`src/rtl/paged_memory_manager_assert.svh`:
```
// assertion macros shared by the paged memory manager rtl
`ifndef PAGED_MEMORY_MANAGER_ASSERT_SVH
`define PAGED_MEMORY_MANAGER_ASSERT_SVH

// condition holds at every clock edge out of reset
`define PMM_ASSERT_NOW(lbl, expr, msg) \
  lbl: assert property (@(posedge clk_i) disable iff (!rst_ni) (expr)) else $error(msg);

// antecedent at one edge implies consequent at the next edge
`define PMM_ASSERT_NEXT(lbl, ante, cons, msg) \
  lbl: assert property (@(posedge clk_i) disable iff (!rst_ni) (ante) |=> (cons)) \
    else $error(msg);

`endif

```
`src/rtl/pmm_pkg.sv`:
```
// constants and types of the paged memory manager
package pmm_pkg;

  localparam int unsigned OffsetBits  = 10;
  localparam int unsigned AddressBits = 20;
  localparam int unsigned PhysPages   = 64;
  localparam int unsigned MaxProcs    = 16;

  localparam int unsigned VpBits      = AddressBits - OffsetBits;
  localparam int unsigned FrameBits   = $clog2(PhysPages);
  localparam int unsigned ProcBits    = $clog2(MaxProcs);
  localparam int unsigned MapAddrBits = ProcBits + VpBits;
  localparam int unsigned RamAddrBits = FrameBits + OffsetBits;
  localparam int unsigned LinkBits    = FrameBits + 1;
  localparam int unsigned PagesBits   = 12;
  localparam int unsigned BpBits      = AddressBits + 1;
  localparam int unsigned IdxBits     = 17;

  localparam logic [LinkBits-1:0] LinkEnd = LinkBits'(PhysPages);

  typedef enum logic [1:0] {
    KIND_ALLOC = 2'd0,
    KIND_FREE  = 2'd1,
    KIND_READ  = 2'd2,
    KIND_WRITE = 2'd3
  } kind_e;

  typedef enum logic [15:0] {
    S_CLEAR   = 16'h0001,
    S_IDLE    = 16'h0002,
    S_COUNT   = 16'h0004,
    S_CHECK   = 16'h0008,
    S_TAKE    = 16'h0010,
    S_LINKEND = 16'h0020,
    S_FRD     = 16'h0040,
    S_FCHK    = 16'h0080,
    S_WREL    = 16'h0100,
    S_WNXT    = 16'h0200,
    S_URD     = 16'h0400,
    S_UCHK    = 16'h0800,
    S_RRD     = 16'h1000,
    S_RCHK    = 16'h2000,
    S_RWAIT   = 16'h4000,
    S_DONE    = 16'h8000
  } state_e;

  // request to the shared index unit
  typedef struct packed {
    logic [IdxBits-1:0] a;
    logic [IdxBits-1:0] lim;
  } alu_req_t;

  // result of the shared index unit
  typedef struct packed {
    logic [IdxBits-1:0] inc;
    logic               hit;
  } alu_rsp_t;

endpackage

```
`src/rtl/pmm_alu.sv`:
```
// shared index unit: increment and end compare for the sequencer counters
module pmm_alu import pmm_pkg::*; (
  input  alu_req_t req_i,
  output alu_rsp_t rsp_o
);

  assign rsp_o.inc = req_i.a + IdxBits'(1);
  assign rsp_o.hit = (req_i.a == req_i.lim);

endmodule

```
`config.mk`:
```
export PLATFORM = sky130hd
export DESIGN_NAME = pmm_alu
export DESIGN_NICKNAME = d
export VERILOG_FILES = /design/src/rtl/paged_memory_manager_assert.svh /design/src/rtl/pmm_pkg.sv /design/src/rtl/pmm_alu.sv
export SDC_FILE = /design/constraint.sdc
export NUM_CORES = 1
export LEC_CHECK = 0
export BUFFER_PORTS_ARGS = -buffer_cell sky130_fd_sc_hd__buf_4
export CORE_MARGIN = 1.5
export CORE_UTILIZATION = 37
export DETAILED_ROUTE_END_ITERATION = 10
export GPL_ROUTABILITY_DRIVEN = 0
export GPL_TIMING_DRIVEN = 0
export PLACE_DENSITY = 0.84
export SLEW_MARGIN = 20
export SYNTH_ARGS = -nofsm -noshare
export SYNTH_HDL_FRONTEND = slang
export SYNTH_SLANG_ARGS = --single-unit
```
`constraint.sdc`:
```
create_clock -name vclk -period 1.25
set_input_delay 0 -clock vclk [all_inputs]
set_output_delay 0 -clock vclk [all_outputs]
set_load 0.02 [all_outputs]
```
; ---- Word-level counts from Yosys, hierarchy flattened
; Index checks and enable logic that the tools add are counted.
[classes]
n_addsub = 1
n_eq_ne = 1
[op_table]
columns = operator, n
row1 = $add 17x1->17 const B, 1
row2 = $eq 17x17->1, 1
[word_totals]
reg_bits = 0

; ---- Longest topological paths before layout
; Gate-level depths: netlist of the first run.
[depth]
ltp_word = 1
ltp_mapped = 5

; ---- Worst setup path before layout of the first run
; No wires, ideal clock.
[synth_path]
path_kind = input-to-output
startpoint = input req_i[19] (netlist bit)
endpoint = output rsp_o[0] (netlist bit)
required_time_ps = 1250
arrival_time_ps = 1230
slack_ps = 20
stages = 5
path_cell_list = buf_4 > xor2_1 > nor4_1 > nand3_1 > nor4_1
[synth_lines]
columns = element, line_no
row1 = "start, declared", pmm_alu.sv:3  ; input alu_req_t req_i,
row2 = "end, declared", pmm_alu.sv:4  ; output alu_rsp_t rsp_o

==> flow_summary.json, run 1 <==
{
  "ys_top_cells_by_count": "xor2_1 (20), xnor2_1 (12), nand3_1 (6), nand2_1 (4), nor4_1 (4)",
  "synth_top_area_share": 0.349,
  "drtIter0Drc": 4,
  "dp.cells": 133,
  "path_delay_family": "simple AND/OR/NAND/NOR gates",
  "p_leak_nw": 0.463,
  "critical_path.slowest_cell": "or2_4",
  "p_clk_frac": 0,
  "power_switching_share": 0.481,
  "synthXorXnorAreaFrac": 0.559,
  "ff_latch_area_um2": 0,
  "worst_ep_required_time_ps": 1250,
  "rows": 13,
  "synth_warnings": 0,
  "worst_slew_pin_slew_ps": 340,
  "antenna_found_initial": 0,
  "synthTopCellsByArea": "xor2_1 (35%), xnor2_1 (21%), nand3_1 (6.0%)",
  "drc_errors": 0,
  "max-vdd-ir-drop_mv": 0.211,
  "seq_area_frac_synth": 0,
  "cap_violations": 0,
  "fin_crit_ps": 1140,
  "cp_slowest_stage_delay_ps": 320,
  "hp-class": "in2out",
  "synth_top_family_by_area": "XOR/XNOR gates",
  "netlist_area_um2": 502,
  "flops_and_latches": 0,
  "vias": 648,
  "wl_per_cell_um": 11.9,
  "die_w_um": 39.8,
  "syn2layout_area_growth_pct": 88.3,
  "cp_max_fo": 4,
  "startpoint_type": "input port",
  "antenna_left": 0,
  "n_clock_buffer": 0,
  "cp.arrival_ps": 1140,
  "synth_area_leader_cell": "xor2_1",
  "routed_wl_mm": 1.60,
  "maxSlewHeadroom": 0.771,
  "dp_hpwl_mm": 1.44,
  "pwr-share-seq": 0,
  "grt-ovfl-total": 0,
  "die_height_um": 39.8,
  "min_period_over_period": 0.911,
  "grt_usage": 0.206,
  "grt_pass1_vias": 552,
  "syn_area_per_cell_um2": 7.49,
  "internal-power_mw": 0.170,
  "synth_cell_type_count": 18,
  "synth_nets": 102,
  "path_class": "in2out",
  "grt_max_degree": 7,
  "end_kind": "primary output",
  "synth.most_common_cell": "xor2_1",
  "synthCells": 67,
  "setup_violations": 0,
  "pwr-share-comb": 1.000,
  "pin_count": 52,
  "start_util": 0.390,
  "cellPowerDensity_nw_per_um2": 346,
  "synth_fa_ha_area_frac": 0.0249,
  "holdBufCountCts": 0,
  "synth-simple-area-share": 0.379,
  "avgViaCountPerCell": 4.84,
  "p_total_mw": 0.327,
  "n_antenna_cell": 0,
  "drive_gt1_frac": 0.521,
  "status": "finished clean",
  "synth_compound_area_frac": 0,
  "path_buf_inv": 2,
  "path_cells": "buf_6 > ha_4 > nand4_1 > or2_4 > nor3_4 > xor2_1 > buf_4",
  "port_buffers": 51,
  "synthMuxAreaShare": 0,
  "dieArea_um2": 1590,
  "maxSlewViolCount": 0,
  "grt_pass1_wl_mm": 2.30,
  "drtPass1Iterations": 4,
  "fmax_mhz": 878,
  "nNetsFinal": 156,
  "place_area_um2": 903,
  "core_area_um2": 1280,
  "power.switching_mw": 0.157,
  "layoutNonFillerInstCount": 134,
  "timing.hold.ws_ps": 279,
  "hold_viol": 0,
  "design_area_um2": 945
}
## stage by stage
step	setup slack [ps]	setup TNS, ps	util
floorplan	20.5	0	-
global placement	-27.5	-27.5	0.703
detailed placement	-71.1	-175	0.703
CTS	-21.9	-21.9	0.711
global route	-0.549	-0.549	0.735
finish	112	0	0.735
## power by group through the flow
stage                     sequential (mW)  combinational (mW)  clock, mW
after global placement                  0               0.312          0
after floorplan                         0               0.140          0
after global routing                    0               0.353          0
after detailed placement                0               0.318          0
final                                   0               0.327          0
after CTS                               0               0.321          0
## cell type report
type	instances	area, um2
inverter	3	11.3
buffer	1	7.51
timing repair buffer	52	398
tap	15	18.8
fill	100	340
multi-input combinational	63	509
## worst paths after layout
path	startpoint	to	slack, ps	cells after the start
min	req_i[17]	rsp_o[1]	280	3
max	req_i[18]	rsp_o[15]	110	7
## placed cells by master, fill, tap and decap left out, drive strengths merged
cell type and count:
inv 3, and3 2, nand4 3, or2 2
and2 1, nor3 3, ha 1, nor2 2
nor4 5, xnor2 12, nand2 4, buf 53
nand3 8, xor2 20
## routing by layer
layer	GRT usage	wire length [um]	vias to the layer above
met5	0	0	-
met4	0.00862	0	0
met3	0.00568	88	0
met2	0.418	901	25
met1	0.240	606	289
li1	-	-	334
## cells by family (layout without fill, tap and decap cells)
logic type                 after synthesis  count (layout)
xor gates and xnor gates                32              32
adders and majority gates                1               1
buffers and inverters                    4              56
and+or+nand+nor                         30              30
## repair_timing
action                                  CTS  global route
endpoints found under the hold margin     0             0
endpoints found under the setup margin    4             4
buffers inserted                          0             1
pin swaps                                 2             4
gates resized for setup                   3             4
No activity file was read; power rests on OpenSTA's default activity.
==> run 2: changes to the inputs <==
--- a/config.mk
+++ b/config.mk
@@ -5,13 +5,14 @@
 export SDC_FILE = /design/constraint.sdc
 export NUM_CORES = 1
 export LEC_CHECK = 0
+export ABC_AREA = 1
 export BUFFER_PORTS_ARGS = -buffer_cell sky130_fd_sc_hd__buf_4
 export CORE_MARGIN = 1.5
-export CORE_UTILIZATION = 37
+export CORE_UTILIZATION = 41
 export DETAILED_ROUTE_END_ITERATION = 10
 export GPL_ROUTABILITY_DRIVEN = 0
 export GPL_TIMING_DRIVEN = 0
-export PLACE_DENSITY = 0.84
+export PLACE_DENSITY = 0.85
 export SLEW_MARGIN = 20
 export SYNTH_ARGS = -nofsm -noshare
 export SYNTH_HDL_FRONTEND = slang
==> run 2 against run 1 <==
  * Combinational power grew 4%
  * Non-clock buffer count shrank 1
  * Die area grew 9.7%
  * Cell area grew 8.3%
  * Global-route usage shrank 0.19 points
  * Synthesized cell count grew 76%
  * Utilization grew 2.3 points
  * Via count grew 31%
  * Critical endpoint is now rsp_o[11]
  * Highest routed layer unchanged
==> flow_summary.json, run 2 <==
{
  "status": "finished clean",
  "synth.most_common_cell": "nand2_1",
  "maxSlewViolCount": 0,
  "met2_usage": 0.366,
  "worst_ep_required_time_ps": 1250,
  "holdPathStages": 3,
  "drive_gt1_frac": 0.329,
  "dieArea_um2": 1740,
  "post_cts_buffers": 0,
  "final.setup.worst_slack_ps": 143,
  "fin_crit_ps": 1110,
  "p_total_mw": 0.340,
  "layout_common_cells": "buf_4 (52), nand2_1 (43), inv_1 (21)",
  "nNetsFinal": 207,
  "pin_count": 52,
  "synth_area_leader_cell": "nand2_1",
  "die_w_um": 41.7,
  "cap_violations": 0,
  "cellPowerDensity_nw_per_um2": 332,
  "synth_top_area_share": 0.263,
  "wl_per_cell_um": 9.49,
  "final_common_cell": "buf_4",
  "post-route-util": 0.758,
  "die_height_um": 41.7,
  "grt_usage": 0.204,
  "synth_warnings": 0,
  "setup_violations": 0,
  "hold_viol": 0,
  "end_kind": "primary output",
  "core_area_um2": 1350,
  "drtPass1Iterations": 4,
  "start_util": 0.455,
  "synth_cell_type_count": 13,
  "grt_pass1_vias": 787,
  "syn_area_per_cell_um2": 5.21,
  "grt_setup_unrepaired": "no",
  "ff_latch_area_um2": 0,
  "min_period_over_period": 0.885,
  "synthCells": 118,
  "n_antenna_cell": 0,
  "port_buffers": 52,
  "place_area_um2": 1020,
  "cp_max_fo": 5,
  "grt_pass1_wl_mm": 3.02,
  "syn2layout_area_growth_pct": 66.6,
  "tns_ps": 0,
  "worst_slew_pin_slew_ps": 334,
  "cts-resized-gates": 0,
  "pwr-share-comb": 1.000,
  "dp.cells": 185,
  "p_leak_nw": 0.606,
  "vias": 847,
  "path_class": "in2out",
  "power_switching_share": 0.514,
  "antenna_left": 0,
  "grt.busiest_layer": "met2",
  "grt_max_degree": 6,
  "synthTopCellsByArea": "nand2_1 (26%), xor2_1 (23%), inv_1 (13%)",
  "grt-ovfl-total": 0,
  "p_clk_frac": 0,
  "dp_hpwl_mm": 1.59,
  "antenna_found_initial": 0,
  "holdBufCountCts": 0,
  "rows": 13,
  "netlist_area_um2": 614,
  "internal-power_mw": 0.165,
  "pre_cts_ws_ps": 132,
  "hp-class": "in2out",
  "ys_top_cells_by_count": "nand2_1 (43), inv_1 (21), xor2_1 (16), nor2_1 (14), nand3_1 (6)",
  "routed_wl_mm": 1.76,
  "use_met1": 0.269,
  "cp.arrival_ps": 1110,
  "flops_and_latches": 0,
  "grt_use_met3": 0.0217,
  "timing.hold.ws_ps": 305,
  "fmax_mhz": 903,
  "drc_errors": 0,
  "pwr-share-seq": 0,
  "design_area_um2": 1020,
  "power.switching_mw": 0.175,
  "startpoint_type": "input port",
  "maxSlewHeadroom": 0.776,
  "max-vdd-ir-drop_mv": 0.214,
  "seq_area_frac_synth": 0,
  "drtIter0Drc": 15,
  "synth_nets": 153,
  "layoutNonFillerInstCount": 185,
  "avgViaCountPerCell": 4.58,
  "n_clock_buffer": 0
}
## run 2: cell count changes after synthesis, moves of 2 or more
cell	delta
xor2_1	-4
nand2_1	+39
and3_1	-2
xnor2_1	-7
o21ai_0	+2
nor3_4	+2
nor4_1	-4
inv_1	+18
nor2_1	+12
## run 2: worst paths after layout
path                  startpoint   endpoint  slack (ps)
worst max-delay path   req_i[18]  rsp_o[11]         140
worst min-delay path   req_i[17]   rsp_o[1]         310
## run 2: routing by layer
layer	share of wire	vias to the layer above	wire, um
met5	0	-	0
met4	0	0	0
met3	0.072	0	126
met2	0.49	30	869
met1	0.43	356	761
li1	-	461	-
## run 2: logic make-up (layout without fill, tap and decap cells)
family | after synthesis | after routing | share of synthesized area
simple gates | 72 | 72 | 0.527
xor+xnor | 21 | 21 | 0.299
buf+inv | 21 | 73 | 0.128
compound gates | 3 | 3 | 0.0244
fa+ha+maj | 1 | 1 | 0.0204
## run 2: power by group through the flow
| stage | Clock, mW | Sequential, mW | Combinational (mW) |
|---|---|---|---|
| 2_1_floorplan | 0 | 0 | 0.163 |
| 3_3_place_gp | 0 | 0 | 0.334 |
| 3_5_place_dp | 0 | 0 | 0.340 |
| 4_1_cts | 0 | 0 | 0.342 |
| 5_1_grt | 0 | 0 | 0.375 |
| 6_report | 0 | 0 | 0.340 |
## run 2: layout make-up
type	instances	area, um2
Tap cell	15	18.8
Fill cell	133	327
Multi-Input combinational cell	97	536
Inverter	21	78.8
Timing Repair Buffer	52	390
## run 2: worst max-delay path: stages
cell and delay [ps]:
buf_4 100, ha_1 200, nand3_2 140, nor3_4 230
nand2_1 100, xor2_1 170, buf_4 170
