===== config.mk =====
export PLATFORM = sky130hd
export DESIGN_NAME = pmm_ram
export DESIGN_NICKNAME = d
export VERILOG_FILES = /design/src/rtl/paged_memory_manager_assert.svh /design/src/rtl/pmm_ram.sv
export SDC_FILE = /design/constraint.sdc
export NUM_CORES = 1
export LEC_CHECK = 0
export ABC_AREA = 1
export BUFFER_PORTS_ARGS = -buffer_cell sky130_fd_sc_hd__buf_4
export CAP_MARGIN = 40
export CORE_UTILIZATION = 40
export DETAILED_ROUTE_END_ITERATION = 8
export MAX_ROUTING_LAYER = met4
export PLACE_DENSITY = 0.51
export RECOVER_POWER = 25
export REMOVE_ABC_BUFFERS = 1
export SYNTH_ARGS = -nofsm -noshare
export SYNTH_HDL_FRONTEND = slang
export SYNTH_SLANG_ARGS = --single-unit
export TNS_END_PERCENT = 50

===== constraint.sdc =====
create_clock -name clk_i -period 4.5 [get_ports clk_i]
set_input_delay 0.675 -clock clk_i [delete_from_list [all_inputs] [get_ports clk_i]]
set_output_delay 0.675 -clock clk_i [all_outputs]
set_load 0.1 [all_outputs]

===== src/rtl/paged_memory_manager_assert.svh =====
// assertion macros shared by the paged memory manager rtl
`ifndef PAGED_MEMORY_MANAGER_ASSERT_SVH
`define PAGED_MEMORY_MANAGER_ASSERT_SVH

// condition holds at every clock edge out of reset
`define PMM_ASSERT_NOW(lbl, expr, msg) \
  lbl: assert property (@(posedge clk_i) disable iff (!rst_ni) (expr)) else $error(msg);

// antecedent at one edge implies consequent at the next edge
`define PMM_ASSERT_NEXT(lbl, ante, cons, msg) \
  lbl: assert property (@(posedge clk_i) disable iff (!rst_ni) (ante) |=> (cons)) \
    else $error(msg);

`endif


===== src/rtl/pmm_ram.sv =====
// generic single write port ram with registered read
module pmm_ram #(
  parameter int unsigned DataWidth = 8,
  parameter int unsigned Depth     = 64
) (
  input  logic                       clk_i,
  input  logic                       we_i,
  input  logic [$clog2(Depth)-1:0]   waddr_i,
  input  logic [DataWidth-1:0]       wdata_i,
  input  logic [$clog2(Depth)-1:0]   raddr_i,
  output logic [DataWidth-1:0]       rdata_o
);

  logic [DataWidth-1:0] mem [Depth];

  always_ff @(posedge clk_i) begin
    if (we_i) begin
      mem[waddr_i] <= wdata_i;
    end
    rdata_o <= mem[raddr_i];
  end

endmodule


-- After elaboration in Yosys (flattened, before gate mapping)
Memory sizes are Yosys's and may differ from the RTL's. A register that Yosys moved wholly into a read port is not among the register bits.
Index checks and enable logic that the tools add are counted.
- register bits: 0
- bits in latches: 0
- memory bits (writable): 512
- memory bits (read-only): 0
- bits of input ports: 22
- output and inout port bits: 8
- memories kept: 1
- add/sub/neg operators: 0
- multipliers: 0
- divide/modulo/power cells: 0
- $lt $le $gt $ge: 0
- eq/ne operators: 0
- shift operators: 0
- muxes and demuxes: 2
- bitwise gates (word level): 0
- reduce and logical (&&, ||, !) cells: 0
- memories (name ; depth ; width ; read ports ; clocked after memory_dff ; wr ports ; RTL line ; source):
    mem ; 64 ; 8 ; 1 ; 1 ; 1 ; pmm_ram.sv:14 ; logic [DataWidth-1:0] mem [Depth];
- operator list (operator ; number):
    two-way mux 1 bit ; 2

-- Depth between registers and ports, before layout
Gate-level depths: netlist (run 1).
- depth after elaboration: 2
- depth in mapped cells: 12
- depth with buffers taken out: 9

-- Least setup slack after synthesis (run 1)
Ideal clock, no wire load.
- kind: input port to flip-flop
- start point: input port we_i
- end point: memory mem[48][0] (enable)
- setup time: 0.395 ns
- arrival: 2.046 ns
- path slack: 2.059 ns
- stages on the path: 3
- buffers on the path: 1
- cell sequence: clkbuf_1 > nand4_1 > nor4_1
- cells in the longest elaborated chain, start to end: 2
- ends and longest elaborated chain (item ; RTL line ; source):
    from (decl) ; pmm_ram.sv:7 ; input logic we_i,
    two-way mux 1 bit ; pmm_ram.sv:17 ; if (we_i) begin
    two-way mux 1 bit (implied by the code) ; pmm_ram.sv:18 ; mem[waddr_i] <= wdata_i;
    to (decl) ; pmm_ram.sv:14 ;
No other way between the ends.

-- Worst setup path after layout (run 1)
- start point: input port wdata_i[6]
- end point: memory mem[1][6] (data pin)
- RTL lines (item ; RTL line ; source):
    from (decl) ; pmm_ram.sv:9 ; input logic [DataWidth-1:0] wdata_i,
Straight into the memory's write port.

==> impl_metrics.yaml, run 1 <==
outcome:
  status: "complete, but fails checks"
  violations: "capacitance limit, slew limit"
worst_setup_path:
  arrival_ps: 3250
  startpoint_type: "input pin"
  cp.required_ps: 4370
  cp_top_family: "buffers and inverters"
  crit_path_top_delay_cell: "clkbuf_1"
  cpPeakStageDelay_ps: 2520
  cp.buffers_inverters: 1
  crit_cells: 1
  r2r_cells: 8
  crit_chain: "clkbuf_1"
  endpoint_kind: "flop"
  critPathMaxFanout: 64
  crit_type: "input pin to flop"
synthesis:
  synth_top_area_frac: 0.720
  synth_top_family_by_area: "simple AND/OR/NAND/NOR gates"
  synthCells: 1805
  ys_ff_latch: 520
  synthMuxAreaShare: 0
  yosys.area_share.adder: 0
  synth_area_sq_um: 21300
  synth_sequential_area_ratio: 0.728
  synth-xor-area-share: 0
  synthTopCellsByArea: "edfxtp_1 (72%), nand2_1 (11%), nand3_1 (10%)"
  synth_top_area_cell: "edfxtp_1"
  yosysWarnings: 0
  synth_compound_gate_area_share: 0
  synthSimpleGateAreaFrac: 0.232
  synth_cell_types: 16
  syn_avg_cell_area_sq_um: 11.8
global_route:
  gr-total-overflow: 0
  grt_usage: 0.218
  grt_antenna_before_repair: 0
  grt_pass1_wl_um: 84000
  grt_pass1_vias: 13100
  grt_max_degree: 183
power_and_ir_drop:
  comb_power_share: 0.066
  swShare: 0.228
  irDropWorstVdd_mv: 0.292
  switching_power_mw: 2.41
  p_int_mw: 8.18
  power.density_nw_per_um2: 447
  p_leak_nw: 8.45
  clockPowerShare: 0.425
  pwr-share-seq: 0.509
cts:
  h-tree-depth: 2
  clk_path_buf_depth: 3
  clk_pin_slew_ps: 60
  root_buffer: "clkbuf_16"
  clk_latency_ps: 620
  postCtsHoldBufs: 0
  cts_resized: 0
  cts_tree: "built"
  post-cts-setup-buffers: 0
  clock-sinks: 520
  cts-buffers-inserted: 54
worst_hold_path:
  whs_path_depth: 3
  hold_path_class: "input pin to flop"
run:
  cap_violations: 5
routing:
  ant_nets: 0
  vias: 13400
  drtIter0Drc: 1280
  first_pass_iters: 5
  wl_um: 56000
  wl_per_cell_um: 22.0
  viasPerCell: 5.26
  drcViolationCount: 0
die:
  pin_count: 30
  fp.coreArea_sq_um: 52700
  initial_core_util: 0.405
  fp.dieH_um: 233
  rows: 84
  die_area_sq_um: 54300
  die_w_um: 233
timing:
  hold_ws_ps: 384
  finalCriticalPeriod_ps: 3380
  tns_ps: 0
  fin_skew_ps: 28.6
  relSlewSlack: -1.44
  hold_viol_final: 0
  fmax_mhz: 296
  finalSetupViolations: 0
  worstMarginPinSlew_ps: 3650
  slew_viol_final: 284
  rsz0062_at_grt: "false"
  min_period_over_period: 0.752
placed_design:
  place_congestion: 0.816
  portBuffers: 29
  dpl.hpwl_um: 32200
cells_and_area:
  area_growth_pct: 11.2
  fin_nets: 1832
  drive_gt1_frac: 0.0728
  n_antenna_cell: 0
[power by group through the flow]
stage | clock (mW) | sequential [mW] | combinational, mW
2_1_floorplan | 0 | 5.54 | 0.271
4_1_cts | 4.59 | 5.38 | 0.712
3_5_place_dp | 0 | 5.48 | 0.711
3_3_place_gp | 0 | 5.48 | 0.699
6_report | 4.50 | 5.39 | 0.700
5_1_grt | 4.77 | 5.39 | 0.767
[kinds of logic after synthesis]
kind of cell	Yosys count
buffers and inverters	125
DFF	520
and+or+nand+nor	1160
[Yosys cell counts]
library cell  count
buf_8             2
buf_4            14
nor4_1            8
buf_2            37
inv_6             1
nor2_1           56
nand3_1         439
nand2_1         648
dfxtp_1           8
edfxtp_1        512
buf_6            35
buf_1            10
inv_2             1
inv_1            10
clkbuf_1         15
nand4_1           9
[sequential cells by signal, summed over array words and instances (netlist names)]
| name | cells |
|---|---|
| rdata_o | 8 |
| mem | 512 |
[path summary, 6_finish.rpt]
| path | startpoint | endpoint | slack (ps) |
|---|---|---|---|
| worst max register to register | mem[23][2] | rdata_o[2] | 3060 |
| worst max-delay path | wdata_i[6] | mem[1][6] | 1120 |
| worst min register to register | mem[40][1] | rdata_o[1] | 810 |
| worst min-delay path | raddr_i[5] | rdata_o[6] | 380 |
[through the flow]
stage,cell area [sq um],worst slack [ps],std cells,util,power (mW)
2_1_floorplan,20500,1310,1692,-,5.81
5_1_grt,23700,899,2542,0.450,10.9
3_5_place_dp,22000,1390,2442,0.417,6.19
6_report,23700,1120,2542,0.450,10.6
3_3_place_gp,21800,1350,2433,0.415,6.18
4_1_cts,23700,2040,2542,0.451,10.7
[layer usage]
layer / part of all wire / track usage / vias to the layer above
met4: 0.021 / 0.0600 / 0
met1: 0.45 / 0.296 / 6571
met3: 0.053 / 0.0298 / 78
li1: - / - / 6366
met2: 0.48 / 0.343 / 359
met5: 0 / - / -
[placed cells by master (no fill, tap or decap)]
cell type / instances
nand3_1: 439
buf_16: 1
nand2_1: 648
edfxtp_1: 512
buf_2: 1
nor2_1: 56
inv_1: 9
bufinv_16: 8
nand4_1: 9
clkbuf_1: 15
inv_4: 1
buf_4: 43
buf_6: 6
nor4_1: 8
buf_12: 5
inv_6: 3
clkinv_8: 1
inv_2: 1
clkbuf_8: 1
clkinv_1: 15
clkbuf_16: 54
clkinv_2: 10
dfxtp_1: 8
[area by class of cell]
class / count / area (sq um)
Tap cell: 688 / 861
Inverter: 12 / 52.6
Multi-Input combinational cell: 1160 / 4950
Timing Repair Buffer: 62 / 556
Sequential cell: 520 / 15500
Clock inverter: 36 / 380
Clock buffer: 64 / 1390
Fill cell: 4817 / 28900
Note: power is estimated with default switching activity, not from simulation.
==> run 2: changes to the inputs <==
--- a/config.mk
+++ b/config.mk
@@ -11,7 +11,7 @@
 export CORE_UTILIZATION = 40
 export DETAILED_ROUTE_END_ITERATION = 8
 export MAX_ROUTING_LAYER = met4
-export PLACE_DENSITY = 0.51
+export PLACE_DENSITY = 0.53
 export RECOVER_POWER = 25
 export REMOVE_ABC_BUFFERS = 1
 export SYNTH_ARGS = -nofsm -noshare
==> constraint.sdc (replaced) <==
create_clock -name clk_i -period 3 [get_ports clk_i]
set_input_delay 0.45 -clock clk_i [delete_from_list [all_inputs] [get_ports clk_i]]
set_output_delay 0.45 -clock clk_i [all_outputs]
set_load 0.1 [all_outputs]
==> impl_metrics.yaml, run 2 (synthesis gave the netlist of run 1 again) <==
die:
  pin_count: 30
  fp.coreArea_sq_um: 52700
  initial_core_util: 0.405
  fp.dieH_um: 233
  die_area_sq_um: 54300
  rows: 84
  die_w_um: 233
placed_design:
  post-place-cells: 2467
  post-place-ws_ps: 425
  dpl.hpwl_um: 31100
  portBuffers: 29
  place_congestion: 0.803
power_and_ir_drop:
  irDropWorstVdd_mv: 0.389
  power.density_nw_per_um2: 649
  p_leak_nw: 8.54
global_route:
  grt_usage: 0.213
  grt_antenna_before_repair: 0
  grt_pass1_vias: 13100
  grt_pass1_wl_um: 83400
  grt_max_degree: 93
  gr-total-overflow: 0
worst_hold_path:
  min_from: "raddr_i[5]"
  hold_path_class: "input pin to flop"
routing:
  viasPerCell: 5.25
  ant_nets: 0
  wl_per_cell_um: 21.4
  drcViolationCount: 0
  drtIter0Drc: 1212
  first_pass_iters: 5
  wl_um: 54800
  vias: 13500
timing:
  fmax_mhz: 508
  finalSetupViolations: 0
  fin_skew_ps: 18.4
  tns_ps: 0
  finalCriticalPeriod_ps: 1970
  worst_slack_ps: 1030
  rsz0062_at_grt: "false"
  worstMarginPinSlew_ps: 1650
  slew_viol_final: 260
  hold_viol_final: 0
  relSlewSlack: -0.103
  min_period_over_period: 0.656
cts:
  clk_path_buf_depth: 3
  clock-sinks: 520
  clk_latency_ps: 600
  clk_pin_slew_ps: 60
  cts_resized: 0
  postCtsHoldBufs: 0
  root_buffer: "clkbuf_16"
  cts-buffers-inserted: 55
  post-cts-setup-buffers: 0
  h-tree-depth: 2
  cts_tree: "built"
worst_setup_path:
  endpoint_kind: "flop"
  crit_type: "input pin to flop"
  critPathMaxFanout: 92
  crit_start: "raddr_i[0]"
  crit_path_top_delay_cell: "buf_12"
  arrival_ps: 2510
  crit-reg2reg-launch: "mem[50][4]"
  crit_chain: "clkbuf_8, inv_6, buf_12, nand2_1, nand3_1, nand3_1, nand2_1, nand2_1, nand3_1, nand3_1, nand2_1"
  cp.required_ps: 3550
  startpoint_type: "input pin"
  cpPeakStageDelay_ps: 370
cells_and_area:
  layout_commonest_cell: "nand2_1"
  reg_top3: "mem: 512 flops, rdata_o: 8 flops"
  fin_nets: 1858
  largest-register: "mem"
  drive_gt1_frac: 0.0883
  fill_cells: 4828
  final_cells: 2567
  final_cell_mix: "nand2_1 (648), edfxtp_1 (512), nand3_1 (439), buf_4 (71), nor2_1 (56)"
  area_growth_pct: 11.5
  n_antenna_cell: 0
  largest_reg_flops: 512
outcome:
  violations: "capacitance limit, slew limit"
  status: "complete, but fails checks"
run:
  cap_violations: 4
run 2: cell types whose count changed in the layout (fill, tap and decap cells not counted), sizes merged:
cell | previous run | this run
clkinv | 26 | 25
clkbuf | 70 | 76
inv | 14 | 15
clkinvlp | 0 | 1
bufinv | 8 | 2
buf | 56 | 80
run 2: layout make-up:
cell class / count / area [sq um] / share of cell area
Tap cell: 688 / 861 / 0.0362
Clock inverter: 31 / 205 / 0.00862
Sequential cell: 520 / 15500 / 0.653
Inverter: 12 / 52.6 / 0.00221
Timing Repair Buffer: 87 / 764 / 0.0321
Clock buffer: 69 / 1440 / 0.0605
Multi-Input combinational cell: 1160 / 4950 / 0.208
run 2: power by group:
group | internal (mW) | switching (mW)
Clock | 3.55 | 2.76
Sequential | 8.05 | 0.0302
Combinational | 0.244 | 0.798
run 2: per-stage QoR:
step           area, sq um   util  hold WS (ps)  total power, mW
2_1_floorplan        20500      -           549             8.72
3_3_place_gp         22100  0.421           777             9.27
3_5_place_dp         22200  0.421           768             9.28
4_1_cts              23800  0.452           129             15.6
5_1_grt              23800  0.452           149             15.9
6_report             23800  0.452           160             15.4
run 2: path summary, 6_finish.rpt:
path | endpoint | slack (ps) | depth (start not counted)
max reg2reg | rdata_o[4] | 1610 | 8
max | rdata_o[4] | 1030 | 11
min reg2reg | rdata_o[7] | 820 | 8
min | rdata_o[7] | 160 | 3
run 2: per-layer routing:
layer	global-route usage	vias to the layer above	routed length, um	part of all wire
li1	-	6404	-	-
met5	-	-	0	0
met3	0.0320	84	3560	0.065
met2	0.319	415	25000	0.46
met1	0.302	6568	25100	0.46
met4	0.0598	0	1240	0.023
run 2: worst max-delay path: cells and delay by family:
kind	cells	cell delay (ps)
buf+inv	3	970
simple gates	8	910
==> run 3: changes to the inputs <==
==> constraint.sdc (replaced) <==
create_clock -name clk_i -period 1.73 [get_ports clk_i]
set_input_delay 0.2595 -clock clk_i [delete_from_list [all_inputs] [get_ports clk_i]]
set_output_delay 0.2595 -clock clk_i [all_outputs]
set_load 0.1 [all_outputs]
==> impl_metrics.yaml, run 3 (synthesis gave the netlist of run 1 again) <==
cells_and_area:
  area_growth_pct: 16.5
  final_cell_mix: "nand2_1 (648), edfxtp_1 (512), nand3_1 (439), buf_4 (140), nor2_1 (56)"
  largest_reg_flops: 512
  drive_gt1_frac: 0.133
  final_cells: 2663
  n_antenna_cell: 0
  layout_commonest_cell: "nand2_1"
  largest-register: "mem"
  utilization: 0.472
  fin_nets: 1953
  reg_top3: "mem: 512 flops, rdata_o: 8 flops"
global_route:
  grt_antenna_before_repair: 0
  grt_pass1_wl_um: 87600
  gr-total-overflow: 0
  grt_usage: 0.226
  grt_pass1_vias: 13500
  grt_max_degree: 65
timing:
  relSlewSlack: -0.199
  slew_viol_final: 107
  fmax_mhz: 594
  min_period_over_period: 0.973
  worstMarginPinSlew_ps: 1800
  finalSetupViolations: 0
  tns_ps: 0
  finalCriticalPeriod_ps: 1680
  rsz0062_at_grt: "false"
  fin_skew_ps: 26.2
  hold_viol_final: 0
worst_setup_path:
  crit_type: "flop to output port"
  crit_path_top_delay_cell: "dfxtp_1"
  r2r_cells: 8
  arrival_ps: 1420
  crit_chain: "buf_4"
  cp.buffers_inverters: 1
  endpoint_kind: "output port"
  crit_cells: 1
  r2r_slack_ps: 350
  cp.required_ps: 1470
  cpPeakStageDelay_ps: 480
  timing.rr.end: "rdata_o[4]"
  crit-reg2reg-launch: "mem[45][4]"
  critPathMaxFanout: 1
  cp_top_family: "flip-flops"
  startpoint_type: "flop"
die:
  fp.dieH_um: 233
  pin_count: 30
  rows: 84
  die_area_sq_um: 54300
  die_w_um: 233
  fp.coreArea_sq_um: 52700
  initial_core_util: 0.405
placed_design:
  place_congestion: 0.836
  post-place-cells: 2560
  dpl.hpwl_um: 35900
  portBuffers: 29
routing:
  wl_per_cell_um: 21.8
  vias: 13900
  drcViolationCount: 0
  wl_um: 57900
  first_pass_iters: 5
  viasPerCell: 5.22
  ant_nets: 0
  drtIter0Drc: 1467
worst_hold_path:
  min_from: "raddr_i[4]"
  whs_path_depth: 4
  hold_path_end: "rdata_o[2]"
  hold_path_class: "input pin to flop"
cts:
  cts-buffers-inserted: 53
  post-cts-setup-buffers: 0
  cts_resized: 0
  clk_pin_slew_ps: 60
  clock-sinks: 520
  clk_latency_ps: 600
  cts_tree: "built"
  h-tree-depth: 2
  clk_path_buf_depth: 3
  root_buffer: "clkbuf_16"
power_and_ir_drop:
  irDropWorstVdd_mv: 0.607
  power.density_nw_per_um2: 1100
  p_leak_nw: 9.13
  totalPowerFinal_mw: 27.4
outcome:
  status: "complete, but fails checks"
  violations: "capacitance limit, slew limit"
run:
  cap_violations: 3
## run 3: worst max path at each step
stage | from | end | slack [ps]
2_1_floorplan | raddr_i[1] | rdata_o[7] | -1050
3_3_place_gp | raddr_i[0] | rdata_o[4] | -190
3_5_place_dp | raddr_i[0] | rdata_o[4] | -200
4_1_cts | rdata_o[5] | rdata_o[5] | 20
5_1_grt | rdata_o[5] | rdata_o[5] | 30
6_report | rdata_o[6] | rdata_o[6] | 50
## run 3: stage by stage
stage                     setup WS (ps)  hold WS, ps  cell area [sq um]
final                              46.7          132              24900
after floorplan                   -1050          358              20500
after global routing               27.6          155              24900
after detailed placement           -202          522              23100
after CTS                          16.2         58.9              24900
after global placement             -189          520              23100
## run 3: where the power goes
group          leakage (nW)  internal (mW)  total (mW)  switching [mW]
Clock                 0.848           6.55        11.4            4.84
Sequential             4.67           13.9        14.0          0.0614
Combinational          3.61          0.581        2.04            1.46
Total                  9.13           21.1        27.4            6.36
## run 3: repair_timing
item,CTS,global route
hold buffers,4,0
setup endpoints to repair,0,0
endpoints found under the hold margin,16,0
## run 3: area by class of cell
| type | instances | area [sq um] |
|---|---|---|
| clock buffer | 63 | 1410 |
| clock inverter | 36 | 324 |
| fill | 4701 | 27800 |
| inverter | 12 | 52.6 |
| multi-input combinational | 1160 | 4950 |
| sequential | 520 | 15500 |
| tap | 688 | 861 |
| timing repair buffer | 184 | 1750 |
## run 3: layer usage
| metal | wire [um] | up-vias | GRT usage |
|---|---|---|---|
| met5 | 0 | - | - |
| met4 | 1440 | 0 | 0.0666 |
| met3 | 3540 | 107 | 0.0317 |
| met2 | 26000 | 440 | 0.332 |
| met1 | 27000 | 6742 | 0.325 |
| li1 | - | 6605 | - |
